### src/hdl/cdd_pkg.sv
// Shared widths and types for the constant-divisor divider.
// No dependencies; every other file of the block depends on this package.
package cdd_pkg;

  localparam int DATA_W  = 16;
  localparam int SHIFT_W = 4;
  localparam int PROD_W  = 2 * DATA_W;
  // The reciprocal division walks one numerator bit per cycle over 2*DATA_W bits.
  localparam int CNT_W   = $clog2(PROD_W);

  typedef logic [DATA_W-1:0]  data_t;
  typedef logic [SHIFT_W-1:0] shift_t;
  typedef logic [PROD_W-1:0]  prod_t;
  typedef logic [CNT_W-1:0]   cnt_t;

endpackage

### src/hdl/cdd_in_if.sv
// Dividend channel of the constant-divisor divider: valid, ready and payload.
// Depends on cdd_pkg for the payload width.
interface cdd_in_if;
  logic           valid;
  logic           ready;
  cdd_pkg::data_t dividend;

  modport source (output valid, output dividend, input ready);
  modport sink   (input valid, input dividend, output ready);
endinterface

### src/hdl/cdd_out_if.sv
// Result channel of the constant-divisor divider: valid, ready and payload.
// Depends on cdd_pkg for the payload widths.
interface cdd_out_if;
  logic            valid;
  logic            ready;
  cdd_pkg::data_t  quotient;
  cdd_pkg::data_t  multiplier_used;
  cdd_pkg::data_t  addend_used;
  cdd_pkg::shift_t shift_used;

  modport source (output valid, output quotient, output multiplier_used,
                  output addend_used, output shift_used, input ready);
  modport sink   (input valid, input quotient, input multiplier_used,
                  input addend_used, input shift_used, output ready);
endinterface

### src/hdl/constant_divisor_divider.sv
// Unsigned divider by a configured divisor using a precomputed multiply-add-shift.
// Depends on cdd_pkg, cdd_in_if and cdd_out_if.
//
// Usage:
//   cfg_we / cfg_wdata write the divisor. A zero divisor is ignored. A nonzero
//   write starts the derivation of the magic multiplier, addend and shift: a
//   bit-serial reciprocal division, a multiply step and a select step.
//   in_ch.ready is low during that time.
//   Write the divisor only when no item is in flight.
//   in_ch carries dividends, out_ch carries the quotient together with the
//   constants that produced it. An item is moved when valid and ready are high.
//   An accepted item passes the operand, product, sum and shift stages to
//   out_ch.valid. One item per cycle is sustained while no derivation runs and
//   out_ch.ready is high; the 16x16 multiplier stage sets the rate and takes a
//   new operand every cycle. With out_ch.ready low the stages fill up in turn
//   and in_ch.ready falls once all four are full; nothing is dropped or repeated.
//   Reset (rst_n low, synchronous) empties the pipeline and loads the
//   constants for a divisor of one.
module constant_divisor_divider (
  input  logic           clk,
  input  logic           rst_n,
  cdd_in_if.sink         in_ch,
  cdd_out_if.source      out_ch,
  input  logic           cfg_we,
  input  cdd_pkg::data_t cfg_wdata
);
  import cdd_pkg::*;

  localparam logic [1:0] ST_IDLE = 2'd0;
  localparam logic [1:0] ST_DIV  = 2'd1;
  localparam logic [1:0] ST_MUL  = 2'd2;
  localparam logic [1:0] ST_SEL  = 2'd3;

  function automatic shift_t log2_floor(input data_t v);
    shift_t r;
    r = '0;
    for (int i = 0; i < DATA_W; i++) begin
      if (v[i]) r = shift_t'(i);
    end
    return r;
  endfunction

  // ---------------- constant derivation ----------------
  logic [1:0] state_r;
  data_t      div_r;
  shift_t     l_r;
  cnt_t       cnt_r;
  data_t      rem_r;
  data_t      quo_r;
  data_t      up_r;
  data_t      wrap_r;
  data_t      magic_mul_r;
  data_t      magic_add_r;
  shift_t     magic_shift_r;

  logic              num_bit;
  logic [DATA_W:0]   rem_sh;
  logic              rem_ge;
  data_t             rem_nxt;
  data_t             quo_nxt;
  data_t             up_nxt;
  prod_t             wrap_prod;
  data_t             pow_l;
  logic              is_pow2;
  logic              busy;
  logic              cfg_start;

  assign cfg_start = cfg_we && (cfg_wdata != '0);
  assign busy      = (state_r != ST_IDLE);

  // The numerator 2^(DATA_W+l) has a single one bit.
  assign num_bit = (cnt_r == (cnt_t'(DATA_W) + cnt_t'(l_r)));
  assign rem_sh  = {rem_r, num_bit};
  assign rem_ge  = (rem_sh >= {1'b0, div_r});
  assign rem_nxt = rem_ge ? data_t'(rem_sh - {1'b0, div_r}) : data_t'(rem_sh);
  assign quo_nxt = {quo_r[DATA_W-2:0], rem_ge};

  assign up_nxt    = quo_r + data_t'(1);
  assign wrap_prod = prod_t'(up_nxt) * prod_t'(div_r);
  assign pow_l     = data_t'(1) << l_r;
  assign is_pow2   = ((div_r & (div_r - data_t'(1))) == '0);

  always_ff @(posedge clk) begin
    if (!rst_n) begin
      state_r       <= ST_IDLE;
      div_r         <= data_t'(1);
      l_r           <= '0;
      cnt_r         <= '0;
      magic_mul_r   <= '1;
      magic_add_r   <= '1;
      magic_shift_r <= '0;
    end else if (cfg_start) begin
      div_r   <= cfg_wdata;
      l_r     <= log2_floor(cfg_wdata);
      cnt_r   <= cnt_t'(PROD_W - 1);
      state_r <= ST_DIV;
    end else begin
      case (state_r)
        ST_IDLE: begin
          state_r <= ST_IDLE;
        end
        ST_DIV: begin
          cnt_r <= cnt_r - cnt_t'(1);
          if (cnt_r == '0) state_r <= ST_MUL;
        end
        ST_MUL: begin
          state_r <= ST_SEL;
        end
        ST_SEL: begin
          if (is_pow2) begin
            magic_mul_r <= '1;
            magic_add_r <= '1;
          end else if (wrap_r <= pow_l) begin
            magic_mul_r <= up_r;
            magic_add_r <= '0;
          end else begin
            magic_mul_r <= quo_r;
            magic_add_r <= quo_r;
          end
          magic_shift_r <= l_r;
          state_r       <= ST_IDLE;
        end
        default: begin
          state_r <= ST_IDLE;
        end
      endcase
    end
  end

  // Datapath of the derivation; the controller above decides when it moves.
  always_ff @(posedge clk) begin
    if (cfg_start) begin
      rem_r <= '0;
      quo_r <= '0;
    end else if (state_r == ST_DIV) begin
      rem_r <= rem_nxt;
      quo_r <= quo_nxt;
    end
    if (state_r == ST_MUL) begin
      up_r   <= up_nxt;
      wrap_r <= wrap_prod[DATA_W-1:0];
    end
  end

  // ---------------- dividend pipeline ----------------
  logic   s1_v_r, s2_v_r, s3_v_r, s4_v_r;
  logic   rdy1, rdy2, rdy3, rdy4;
  logic   in_fire;
  data_t  s1_n_r, s1_mul_r, s1_add_r;
  shift_t s1_sh_r;
  prod_t  s2_prod_r;
  data_t  s2_mul_r, s2_add_r;
  shift_t s2_sh_r;
  data_t  s3_hi_r, s3_mul_r, s3_add_r;
  shift_t s3_sh_r;
  data_t  s4_q_r, s4_mul_r, s4_add_r;
  shift_t s4_sh_r;
  prod_t  s3_sum;

  assign rdy4    = !s4_v_r || out_ch.ready;
  assign rdy3    = !s3_v_r || rdy4;
  assign rdy2    = !s2_v_r || rdy3;
  assign rdy1    = !s1_v_r || rdy2;
  assign in_ch.ready = rdy1 && !busy;
  assign in_fire = in_ch.valid && in_ch.ready;

  // n*mul + add stays below 2^(2*DATA_W), so the sum cannot overflow.
  assign s3_sum = s2_prod_r + prod_t'(s2_add_r);

  always_ff @(posedge clk) begin
    if (!rst_n) begin
      s1_v_r <= 1'b0;
      s2_v_r <= 1'b0;
      s3_v_r <= 1'b0;
      s4_v_r <= 1'b0;
    end else begin
      if (rdy1) s1_v_r <= in_fire;
      if (rdy2) s2_v_r <= s1_v_r;
      if (rdy3) s3_v_r <= s2_v_r;
      if (rdy4) s4_v_r <= s3_v_r;
    end
  end

  always_ff @(posedge clk) begin
    if (rdy1 && in_fire) begin
      s1_n_r   <= in_ch.dividend;
      s1_mul_r <= magic_mul_r;
      s1_add_r <= magic_add_r;
      s1_sh_r  <= magic_shift_r;
    end
    if (rdy2 && s1_v_r) begin
      s2_prod_r <= prod_t'(s1_n_r) * prod_t'(s1_mul_r);
      s2_mul_r  <= s1_mul_r;
      s2_add_r  <= s1_add_r;
      s2_sh_r   <= s1_sh_r;
    end
    if (rdy3 && s2_v_r) begin
      s3_hi_r  <= s3_sum[PROD_W-1:DATA_W];
      s3_mul_r <= s2_mul_r;
      s3_add_r <= s2_add_r;
      s3_sh_r  <= s2_sh_r;
    end
    if (rdy4 && s3_v_r) begin
      s4_q_r   <= s3_hi_r >> s3_sh_r;
      s4_mul_r <= s3_mul_r;
      s4_add_r <= s3_add_r;
      s4_sh_r  <= s3_sh_r;
    end
  end

  assign out_ch.valid           = s4_v_r;
  assign out_ch.quotient        = s4_q_r;
  assign out_ch.multiplier_used = s4_mul_r;
  assign out_ch.addend_used     = s4_add_r;
  assign out_ch.shift_used      = s4_sh_r;

`ifndef SYNTHESIS
  a_busy_blocks_input: assert property (@(posedge clk) disable iff (!rst_n)
    busy |-> !in_ch.ready)
    else $error("dividend accepted while constants are being derived");

  a_write_starts_div: assert property (@(posedge clk) disable iff (!rst_n)
    cfg_start |=> (state_r == ST_DIV))
    else $error("divisor write did not start the derivation");

  a_rem_below_div: assert property (@(posedge clk) disable iff (!rst_n)
    (state_r == ST_DIV) |-> (rem_r < div_r))
    else $error("division remainder reached the divisor");

  a_magic_stable_idle: assert property (@(posedge clk) disable iff (!rst_n)
    (state_r == ST_IDLE) && !cfg_start |=>
      $stable(magic_mul_r) && $stable(magic_add_r) && $stable(magic_shift_r))
    else $error("magic constants changed without a divisor write");

  a_accept_fills_stage1: assert property (@(posedge clk) disable iff (!rst_n)
    in_fire |=> s1_v_r)
    else $error("accepted dividend was lost at the first stage");
`endif

endmodule

### src/flat_wrapper.sv
// flat-port wrapper written by rule: the top's interface ports become plain ports
module constant_divisor_divider_flat import cdd_pkg::*;
  (clk, rst_n, cfg_we, cfg_wdata, in_ch_valid, in_ch_dividend, in_ch_ready, out_ch_valid, out_ch_quotient, out_ch_multiplier_used, out_ch_addend_used, out_ch_shift_used, out_ch_ready);
  cdd_in_if in_ch_i ();
  cdd_out_if out_ch_i ();
  input  logic clk;
  input  logic rst_n;
  input  logic cfg_we;
  input  cdd_pkg::data_t cfg_wdata;
  input wire logic [$bits(in_ch_i.valid)-1:0] in_ch_valid;
  input wire logic [$bits(in_ch_i.dividend)-1:0] in_ch_dividend;
  output wire logic [$bits(in_ch_i.ready)-1:0] in_ch_ready;
  output wire logic [$bits(out_ch_i.valid)-1:0] out_ch_valid;
  output wire logic [$bits(out_ch_i.quotient)-1:0] out_ch_quotient;
  output wire logic [$bits(out_ch_i.multiplier_used)-1:0] out_ch_multiplier_used;
  output wire logic [$bits(out_ch_i.addend_used)-1:0] out_ch_addend_used;
  output wire logic [$bits(out_ch_i.shift_used)-1:0] out_ch_shift_used;
  input wire logic [$bits(out_ch_i.ready)-1:0] out_ch_ready;
  assign in_ch_i.valid = in_ch_valid;
  assign in_ch_i.dividend = in_ch_dividend;
  assign in_ch_ready = in_ch_i.ready;
  assign out_ch_valid = out_ch_i.valid;
  assign out_ch_quotient = out_ch_i.quotient;
  assign out_ch_multiplier_used = out_ch_i.multiplier_used;
  assign out_ch_addend_used = out_ch_i.addend_used;
  assign out_ch_shift_used = out_ch_i.shift_used;
  assign out_ch_i.ready = out_ch_ready;
  constant_divisor_divider u_core (.clk(clk), .rst_n(rst_n), .in_ch(in_ch_i), .out_ch(out_ch_i), .cfg_we(cfg_we), .cfg_wdata(cfg_wdata));
endmodule
### config.mk
export PLATFORM = sky130hd
export DESIGN_NAME = constant_divisor_divider_flat
export DESIGN_NICKNAME = d
export VERILOG_FILES = /design/src/hdl/cdd_pkg.sv /design/src/hdl/cdd_in_if.sv /design/src/hdl/cdd_out_if.sv /design/src/hdl/constant_divisor_divider.sv /design/src/flat_wrapper.sv
export SDC_FILE = /design/constraint.sdc
export NUM_CORES = 1
export LEC_CHECK = 0
export BUFFER_PORTS_ARGS = -buffer_cell sky130_fd_sc_hd__buf_2
export CAP_MARGIN = 25
export CORE_MARGIN = 5
export CORE_UTILIZATION = 30
export CTS_CLUSTER_DIAMETER = 200
export CTS_CLUSTER_SIZE = 25
export DETAILED_ROUTE_END_ITERATION = 10
export HOLD_SLACK_MARGIN = 0.03
export PLACE_DENSITY = 0.5
export SLEW_MARGIN = 20
export SYNTH_ARGS = -nofsm -noshare
export SYNTH_HDL_FRONTEND = slang
export SYNTH_SLANG_ARGS = --single-unit
### constraint.sdc
create_clock -name clk -period 9.8 [get_ports clk]
set_input_delay 0.49 -clock clk [delete_from_list [all_inputs] [get_ports clk]]
set_output_delay 0.49 -clock clk [all_outputs]
set_load 0.03 [all_outputs]
# Word-level counts from Yosys, hierarchy flattened
# Cells that the tools add are included.
dict set report totals {
  ff_bits 355
  inputBits 37
  out_inout_bits 54
  word_cells 103
}
dict set report classes {
  addsub 6
  mul 2
  order_cmp 2
  n_eq_ne 6
  n_shift 2
  muxes 25
  bitwise_logic 3
  reduce_logical 25
}
# cell n
set op_table {}
lappend op_table {{2-to-1 mux 16 bit} 5}
lappend op_table {{adder 32 x 16 -> 32 bit} 1}
lappend op_table {{multiplier 16 x 16 -> 32 bit} 1}
lappend op_table {{2-to-1 mux 4 bit} 8}
lappend op_table {{greater-or-equal comparator 17 x 16 -> 1 bit} 1}
lappend op_table {{adder 16 x 1 -> 16 bit, second input constant} 1}
lappend op_table {{AND 16 bit} 1}
lappend op_table {{less-or-equal comparator 16 bit} 1}
lappend op_table {{logical NOT 16 bit} 1}
lappend op_table {{multiplier 16 x 16 -> 16 bit} 1}
lappend op_table {{nonzero test 16 bit} 1}
lappend op_table {{left shift 1 x 4 -> 16 bit, first input constant} 1}
lappend op_table {{>> shifter 16 x 4 -> 16 bit} 1}
lappend op_table {{subtractor 16 x 1 -> 16 bit, second input constant} 1}
lappend op_table {{subtractor 16 bit} 1}
lappend op_table {{2-to-1 mux 3 bit} 4}
lappend op_table {{2-to-1 mux 5 bit} 2}
lappend op_table {{logical AND 1 bit} 7}
lappend op_table {{2-to-1 mux 2 bit} 3}
lappend op_table {{case mux 2 bit (3 select lines)} 1}
lappend op_table {{adder 5 x 4 -> 5 bit, first input constant} 1}
lappend op_table {{equality test 5 bit} 1}
lappend op_table {{logical NOT 1 bit} 5}
lappend op_table {{logical NOT 5 bit} 1}
lappend op_table {{other kinds (12)} 20}

# Logic depth before layout (Yosys ltp)
# Gate-level depths: netlist of the first run.
dict set report depth {
  ltp_word 15
  mapped_depth 25
  ltp_nobuf 23
}

# Worst setup path after synthesis of the first run
# OpenSTA, ideal clock, no wires.
dict set report synth_timing {
  path_type {reg-to-reg}
  start {register u_core.quo_r[2]}
  end {register u_core.wrap_r[15], data pin}
  t_arrival_ns 6.107
  t_required_ns 9.542
  path_slack_ns 3.436
  stages_incl_launch_ff 25
  n_path_buf 1
  path_cell_list {dfxtp_1 > clkbuf_1 > and4_1 > and4_1 > nand3_1 > xnor2_1 > and2_1 > fa_1 > inv_1 > fa_1 > inv_1 > fa_1 > fa_1 > inv_1 > fa_1 > fa_1 > xnor2_1 > xnor2_1 > xnor2_1 > xnor2_1 > xnor2_1 > xnor2_1 > xnor2_1 > xnor3_1 > xnor2_1}
}
dict set report synth_via {
  elab_chain_len 2
}
# item line_no
set synth_rtl {}
lappend synth_rtl {{start: declaration} constant_divisor_divider.sv:49} ;# data_t quo_r;
lappend synth_rtl {{start signal: assignment} constant_divisor_divider.sv:137} ;# quo_r <= quo_nxt;
lappend synth_rtl {{adder 16 x 1 -> 16 bit} constant_divisor_divider.sv:78} ;# assign up_nxt = quo_r + data_t'(1);
lappend synth_rtl {{via u_core.up_nxt[10]} constant_divisor_divider.sv:61} ;# data_t up_nxt;
lappend synth_rtl {{multiplier 16 x 16 -> 16 bit} constant_divisor_divider.sv:79} ;# assign wrap_prod = prod_t'(up_nxt) * prod_t'(div_r);
lappend synth_rtl {{via u_core.wrap_prod[15]} constant_divisor_divider.sv:62} ;# prod_t wrap_prod;
lappend synth_rtl {{end signal: assignment} constant_divisor_divider.sv:141} ;# wrap_r <= wrap_prod[DATA_W-1:0];
lappend synth_rtl {{end: declaration} constant_divisor_divider.sv:51} ;# data_t wrap_r;
# The timed path passes the listed nets, and every way through them passes these cells.
# A chain may end at the register's enable or synchronous reset.

# Worst setup path in the final report of the first run
dict set report layout_timing {
  start {register u_core.quo_r[2]}
  end {register u_core.wrap_r[15], data pin}
}
dict set report layout_via {
  elab_chain_len 2
}
# item line_no
set layout_rtl {}
lappend layout_rtl {{adder 16 x 1 -> 16 bit} constant_divisor_divider.sv:78}
lappend layout_rtl {{multiplier 16 x 16 -> 16 bit} constant_divisor_divider.sv:79}
lappend layout_rtl {{via u_core.wrap_prod[15]} constant_divisor_divider.sv:62}
# The timed path passes the listed nets, and every way through them passes these cells.

==> run metrics, run 1 <==
Post-synth top flop=edfxtp_1; Min Clock Period, post-route=6.84 ns; P_leak=0.0122 uW; critical setup path kind=flop to flop; Worst R2R Setup Slack=2.96 ns; vias in the first global route=18,504; fin. max-slew vios=0; hold buffer count at CTS=0; # port buffers=90; outcome=finished, final reports clean; fin crit share=0.698; clk_skew=0.0385 ns; htree depth=1; CP Launch Type=flop; Synth area leader=edfxtp_1; top-area cell type share of the netlist area=0.286; DIE HEIGHT=309 um; Ports=91; PD cells=313 mW/mm2; GR Util All Layers=0.131; async set-reset flop share out of synthesis=0; Arr. time, crit path=7.15 ns; Hold Vio Cnt, Final=0; Worst-Skew Late Latency=0.58 ns; die area=0.0956 mm2; final setup violation count=0; routed length per instance=16.6 um; CTS Root Cell=clkbuf_16; CP Capture Type=flop; post-synth net total=3,055; Worst Path Required=10.11 ns; most common cell after layout, fill and taps aside=inv_1; detailed placer's ending HPWL=48,700 um; relative slew slack=0.347; Max Cap Violations=0; CTS tree=yes; register area share after synthesis=0.360; slew at the pin closest to its max-slew limit=0.972 ns; Setup Buffers After CTS=0; via/cell ratio=4.61; DRC violations left=0; Antenna Violating Nets Remaining=0; Yosys reg bits=355; final net count=3,086; max reg flops=32; first-pass detailed-route iteration total=5; cts bufs inserted=18; gp weighted congestion=0.834; area of the core=0.0886 mm2; Clock Sinks=355; post-CTS sizing=0; pin count of the biggest net entering global routing=69; cell area after layout=0.0291 mm2; Via Count=17,271; Hold/Removal Path Class=input pin to flop; total grt overflow=0; yosys warns=0; post-placement cell area=0.0285 mm2; Max clock buf depth=3; Iteration-0 DRC Markers=834; commonest non-fill, non-tap cells in the layout=inv_1, nand2_1, fa_1; P&R area growth vs syn=8.35%; WL final=62,200 um; Clock Pin Slew Worst Setup and Hold Paths=0.12 ns; Synth Cell Area=0.0269 mm2; largest cells by area after synthesis=edfxtp_1, fa_1, ha_1; Tot Pwr=9120 uW; Reg with most FFs=u_core.s2_prod_r; number of synthesized flops with an enable pin=256; Initial Utilization=0.303; fmax=146 MHz; first-pass GRT wire length=102,000 um; initial antenna violation count=3; Post-Syn Instances=2,535; worst vdd ir=363 uV; layout cell share with drive strength beyond 1=0.0714; Syn Area/Cell=10.6 um2; unrepaired setup endpoints after global routing=false; Critical Path Fanout Max=11; chip width=309 um; row cnt=109; final setup TNS=0 ns; synth unique cells=68
==> stage by stage <==
step	utilization	worst slack (ns)	std cells	hold WS (ns)
finish	0.328	2.96	3745	0.0769
global route	0.328	2.53	3743	0.0464
CTS	0.328	2.92	3742	0.0304
detailed placement	0.322	2.97	3710	0.405
global placement	0.322	3.00	3710	0.402
floorplan	-	3.44	2535	0.400
==> synth_stat cells (all sizes together) (31+ instances only) <==
master,number
a21boi,31
a21oi,90
and2,169
clkbuf,92
dfxtp,99
edfxtp,256
fa,275
ha,208
inv,393
mux2i,44
nand2,301
nor2,128
o21ai,58
xnor2,88
==> worst max-delay path, stage by stage (launching register included) <==
cell,delay (ns)
dfxtp_1,0.49
and4_1,0.30
nand2_1,0.08
xnor2_1,0.76
and2_1,0.26
fa_1,0.43
inv_1,0.09
fa_1,0.41
inv_1,0.08
fa_1,0.45
fa_1,0.55
inv_1,0.06
fa_1,0.51
fa_1,0.44
xnor2_1,0.18
xnor2_1,0.15
xnor2_1,0.15
xnor2_1,0.15
xnor2_1,0.16
xnor2_1,0.17
xnor2_1,0.15
xnor3_1,0.44
xnor2_1,0.14
==> layout make-up <==
type	instances	area [um2]
Sequential cell	355	9670
Clock buffer	30	518
Multi-Input combinational cell	1689	15400
Fill cell	9016	59500
Antenna cell	2	5.00
Tap cell	1165	1460
Inverter	393	1480
Timing Repair Buffer	109	593
Clock inverter	2	32.5
==> cells by family after synthesis <==
logic type | count (synthesis) | synth area share
compound gates | 296 | 0.0751
xor+xnor | 114 | 0.0382
fa+ha+maj | 485 | 0.303
mux | 52 | 0.0210
buf+inv | 491 | 0.0696
simple gates | 742 | 0.133
flops | 355 | 0.360
==> power by group <==
part           switching, uW  internal, uW  total (uW)
Combinational           3400          2670        6070
Sequential               105          2070        2170
Clock                    505           374         878
Total                   4010          5110        9120
==> layer usage <==
metal,vias to the layer above,wire (um),share of wire,global-route usage
met4,0,1620,0.026,0.0331
met3,86,2570,0.041,0.0187
met5,-,0,0,0
met2,317,28800,0.46,0.220
li1,8315,-,-,-
met1,8553,29100,0.47,0.180
==> worst paths after layout <==
path                     startpoint                   to  cells past startpoint
max                 u_core.quo_r[2]    u_core.wrap_r[15]                     22
min              in_ch_dividend[14]    u_core.s1_n_r[14]                      1
max reg2reg         u_core.quo_r[2]    u_core.wrap_r[15]                     22
min reg2reg  u_core.magic_mul_r[11]  u_core.s1_mul_r[11]                      0
No activity file was read; power rests on OpenSTA's default activity.
==> run 2, diff against run 1 <==
ABC_AREA = 1   (was unset)
clock period = 6.65 ns   (was 9.8 ns; I/O delays follow)
==> run metrics, run 2 <==
area of the core=0.0914 mm2 (+3.1%); Synth area leader=edfxtp_1; htree depth=1 (unchanged); Critical path buffers and inverters=5 (+2); relative slew slack=0.397 (+0.0499); Max clock buf depth=3 (unchanged); Synth Area in Adders=0.295 (-0.00775); CTS Root Cell=clkbuf_16; max reg flops=32 (unchanged); top-area cell type share of the netlist area=0.279 (-0.00695); fmax=160 MHz (+9.6%); post-placement cell area=0.0293 mm2 (+2.7%); final setup TNS=0 ns (unchanged); routed length per instance=16.4 um (-1.4%); Worst Path Required=6.97 ns (-3.14 ns); cts bufs inserted=18 (unchanged); wire length on met1=34,100 um (+17%); fill count=9,469 (+5.0%); Synth Cell Area=0.0275 mm2 (+2.5%); count leader, synth=nand2_1; gp weighted congestion=0.898 (+7.6%); Initial Utilization=0.301 (-0.00177); DIE HEIGHT=313 um (+1.2%); Clock Sinks=355 (unchanged); first-pass detailed-route iteration total=7 (+2); P_leak=0.0142 uW (+16%); Worst Min Path Start=out_ch_ready; final core occ=0.329 (about the same); main combinational cell family by area after synthesis=adder cells; slew at the pin closest to its max-slew limit=0.905 ns (-0.0678 ns); worst vdd ir=514 uV (+42%); Largest delay share family, worst path=adder cells; Reg with most FFs=u_core.s2_prod_r; initial antenna violation count=1 (-2); Min Clock Period, post-route=6.24 ns (-0.597 ns); Iteration-0 DRC Markers=1,091 (+31%); FF-to-FF Start=u_core.s1_n_r[6]; fin. max-slew vios=0 (unchanged); die area=0.0979 mm2 (+2.4%); most frequent CP cell=fa_1; Ports=91 (unchanged); layout cell share with drive strength beyond 1=0.0667 (-0.00464); # port buffers=90 (unchanged); Critical Path Fanout Max=16 (+5); register area share after synthesis=0.351 (-0.00874); synth unique cells=51 (-25%); simple-gate area share of the yosys netlist=0.159 (+0.0258); worst slack at placement=0.326 ns (-2.65 ns); mux cell area share after synthesis=0.00109 (-0.0199); vias in the first global route=19,948 (+7.8%); detailed placer's ending HPWL=55,100 um (+13%); final setup margin=0.406 ns (-2.55 ns); Worst R2R Setup Slack=0.41 ns (-2.55 ns); Synth Area in Compound Gates=0.0685 (-0.00664); async set-reset flop share out of synthesis=0 (unchanged); Hold Vio Cnt, Final=0 (unchanged); via/cell ratio=4.52 (-1.9%); fin crit share=0.939 (+0.241); first-pass GRT wire length=113,000 um (+11%); synth cell count leaders=nand2_1, inv_1, fa_1; post-synth net total=3,578 (+17%); slowest stage delay, CP=0.91 ns (+0.15 ns); Arr. time, crit path=6.56 ns (-0.59 ns); P&R area growth vs syn=9.08%; DRC violations left=0 (unchanged); clk_skew=0.0195 ns (-0.0190 ns); met3 wire len=2610 um (+1.4%); Yosys reg bits=355 (unchanged); WL final=70,500 um (+13%); outcome=finished, final reports clean; worst setup path startpoint=u_core.s1_n_r[6]; CTS tree=yes; chip width=313 um (+1.2%); Syn Area/Cell=9.00 um2 (-15%); number of synthesized flops with an enable pin=256 (unchanged); most common cell after layout, fill and taps aside=nand2_1; Post-synth top flop=edfxtp_1; yosys warns=0 (unchanged); WL met2=32,300 um (+12%); cell area after layout=0.0300 mm2 (+3.2%); commonest non-fill, non-tap cells in the layout=nand2_1, inv_1, fa_1; CP Capture Type=flop; total grt overflow=0 (unchanged); Setup Buffers After CTS=0 (unchanged); CP cell instances=nand2_1 -> fa_1 -> inv_1 -> fa_1 -> inv_1 -> fa_1 -> inv_1 -> fa_1 -> fa_1 -> inv_1 -> fa_1 -> inv_1 -> ha_1 -> a21oi_1 -> o21ai_0 -> o21bai_1 -> a21o_1 -> a21boi_0 -> o21ai_0 -> xor2_1; critical setup path kind=flop to flop; Clock Pin Slew Worst Setup and Hold Paths=0.10 ns (-0.02 ns); GR Util All Layers=0.143 (+0.0121); final net count=3,625 (+17%); DR top layer=met5; Worst-Skew Late Latency=0.56 ns (-0.02 ns); Via Count=19,462 (+13%); Antenna Violating Nets Remaining=0 (unchanged); Synth Area in XOR/XNOR=0.0194 (-0.0188); Max Cap Violations=0 (unchanged); pin count of the biggest net entering global routing=64 (-7.2%); CP max stage cell=edfxtp_1; final setup violation count=0 (unchanged); Hold/Removal Path Class=input pin to flop; unrepaired setup endpoints after global routing=false; row cnt=111 (+1.8%); largest cells by area after synthesis=edfxtp_1, fa_1, ha_1; Post-Syn Instances=3,058 (+21%); CP Launch Type=flop; PD cells=445 mW/mm2 (+42%)
run 2: cell types whose count changed after synthesis, sizes merged, moves of 55 or more:
cell,previous run,this run
and2,169,0
inv,393,639
nand2,301,690
nand3,23,114
nor2,128,183
xnor2,88,17
run 2: cell type report:
type,count,area [um2],area share
diodes,1,2.50,0.0000833
clock buffers,29,492,0.0164
clock inverters,3,41.3,0.00138
inverters,648,2440,0.0812
multi-input cells,1934,15000,0.498
flip-flops and latches,355,9670,0.322
well taps,1186,1480,0.0494
repair buffers,148,931,0.0310
run 2: metal layers:
layer  vias up  global-route usage
li1       9664                   -
met1      9401               0.204
met2       329               0.239
met3        66              0.0147
met4         2              0.0280
met5         -                   0
run 2: what timing repair did:
item,in CTS,in global routing
setup endpoints to repair,0,1
endpoints found under the hold margin,18,0
resized for setup,0,4
hold buffers,18,0
run 2: worst reg2reg max path: cells and delay by family, from the launching register on:
kind / cells / cell delay [ns]
buffers and inverters: 5 / 0.25
XOR/XNOR: 1 / 0.16
AO/OA/AOI/OAI: 6 / 1.22
flip-flops: 1 / 0.91
AND/OR/NAND/NOR: 1 / 0.19
adder cells (fa/ha/maj): 7 / 3.29
run 2: per-stage QoR:
| step | instances | power, uW | hold slack, ns |
|---|---|---|---|
| after global placement | 4253 | 12200 | 0.400 |
| after global routing | 4303 | 15100 | 0.0754 |
| after detailed placement | 4253 | 12200 | 0.405 |
| after floorplan | 3058 | 10200 | 0.400 |
| after CTS | 4303 | 13600 | 0.0309 |
| final | 4304 | 13400 | 0.0695 |
run 2: power breakdown:
part / leakage [uW] / switching, uW / internal [uW] / total, uW
sequential: 0.00301 / 150 / 3080 / 3230
clock: 0.000253 / 752 / 527 / 1280
combinational: 0.0109 / 5270 / 3590 / 8860
total: 0.0142 / 6170 / 7190 / 13400
run 2: logic make-up (layout without fill, tap and decap cells):
family | Yosys count | after routing
buf+inv | 769 | 828
flops | 355 | 355
xor+xnor | 61 | 61
compound gates | 326 | 326
mux | 3 | 3
simple gates | 1060 | 1060
fa+ha+maj | 484 | 484
other cells | 0 | 1
run 2: worst paths after layout:
kind | to | cells past startpoint
max reg2reg | u_core.s2_prod_r[22] | 20
min | u_core.out_ch.valid | 4
max | u_core.s2_prod_r[22] | 20
min reg2reg | u_core.out_ch.multiplier_used[9] | 0
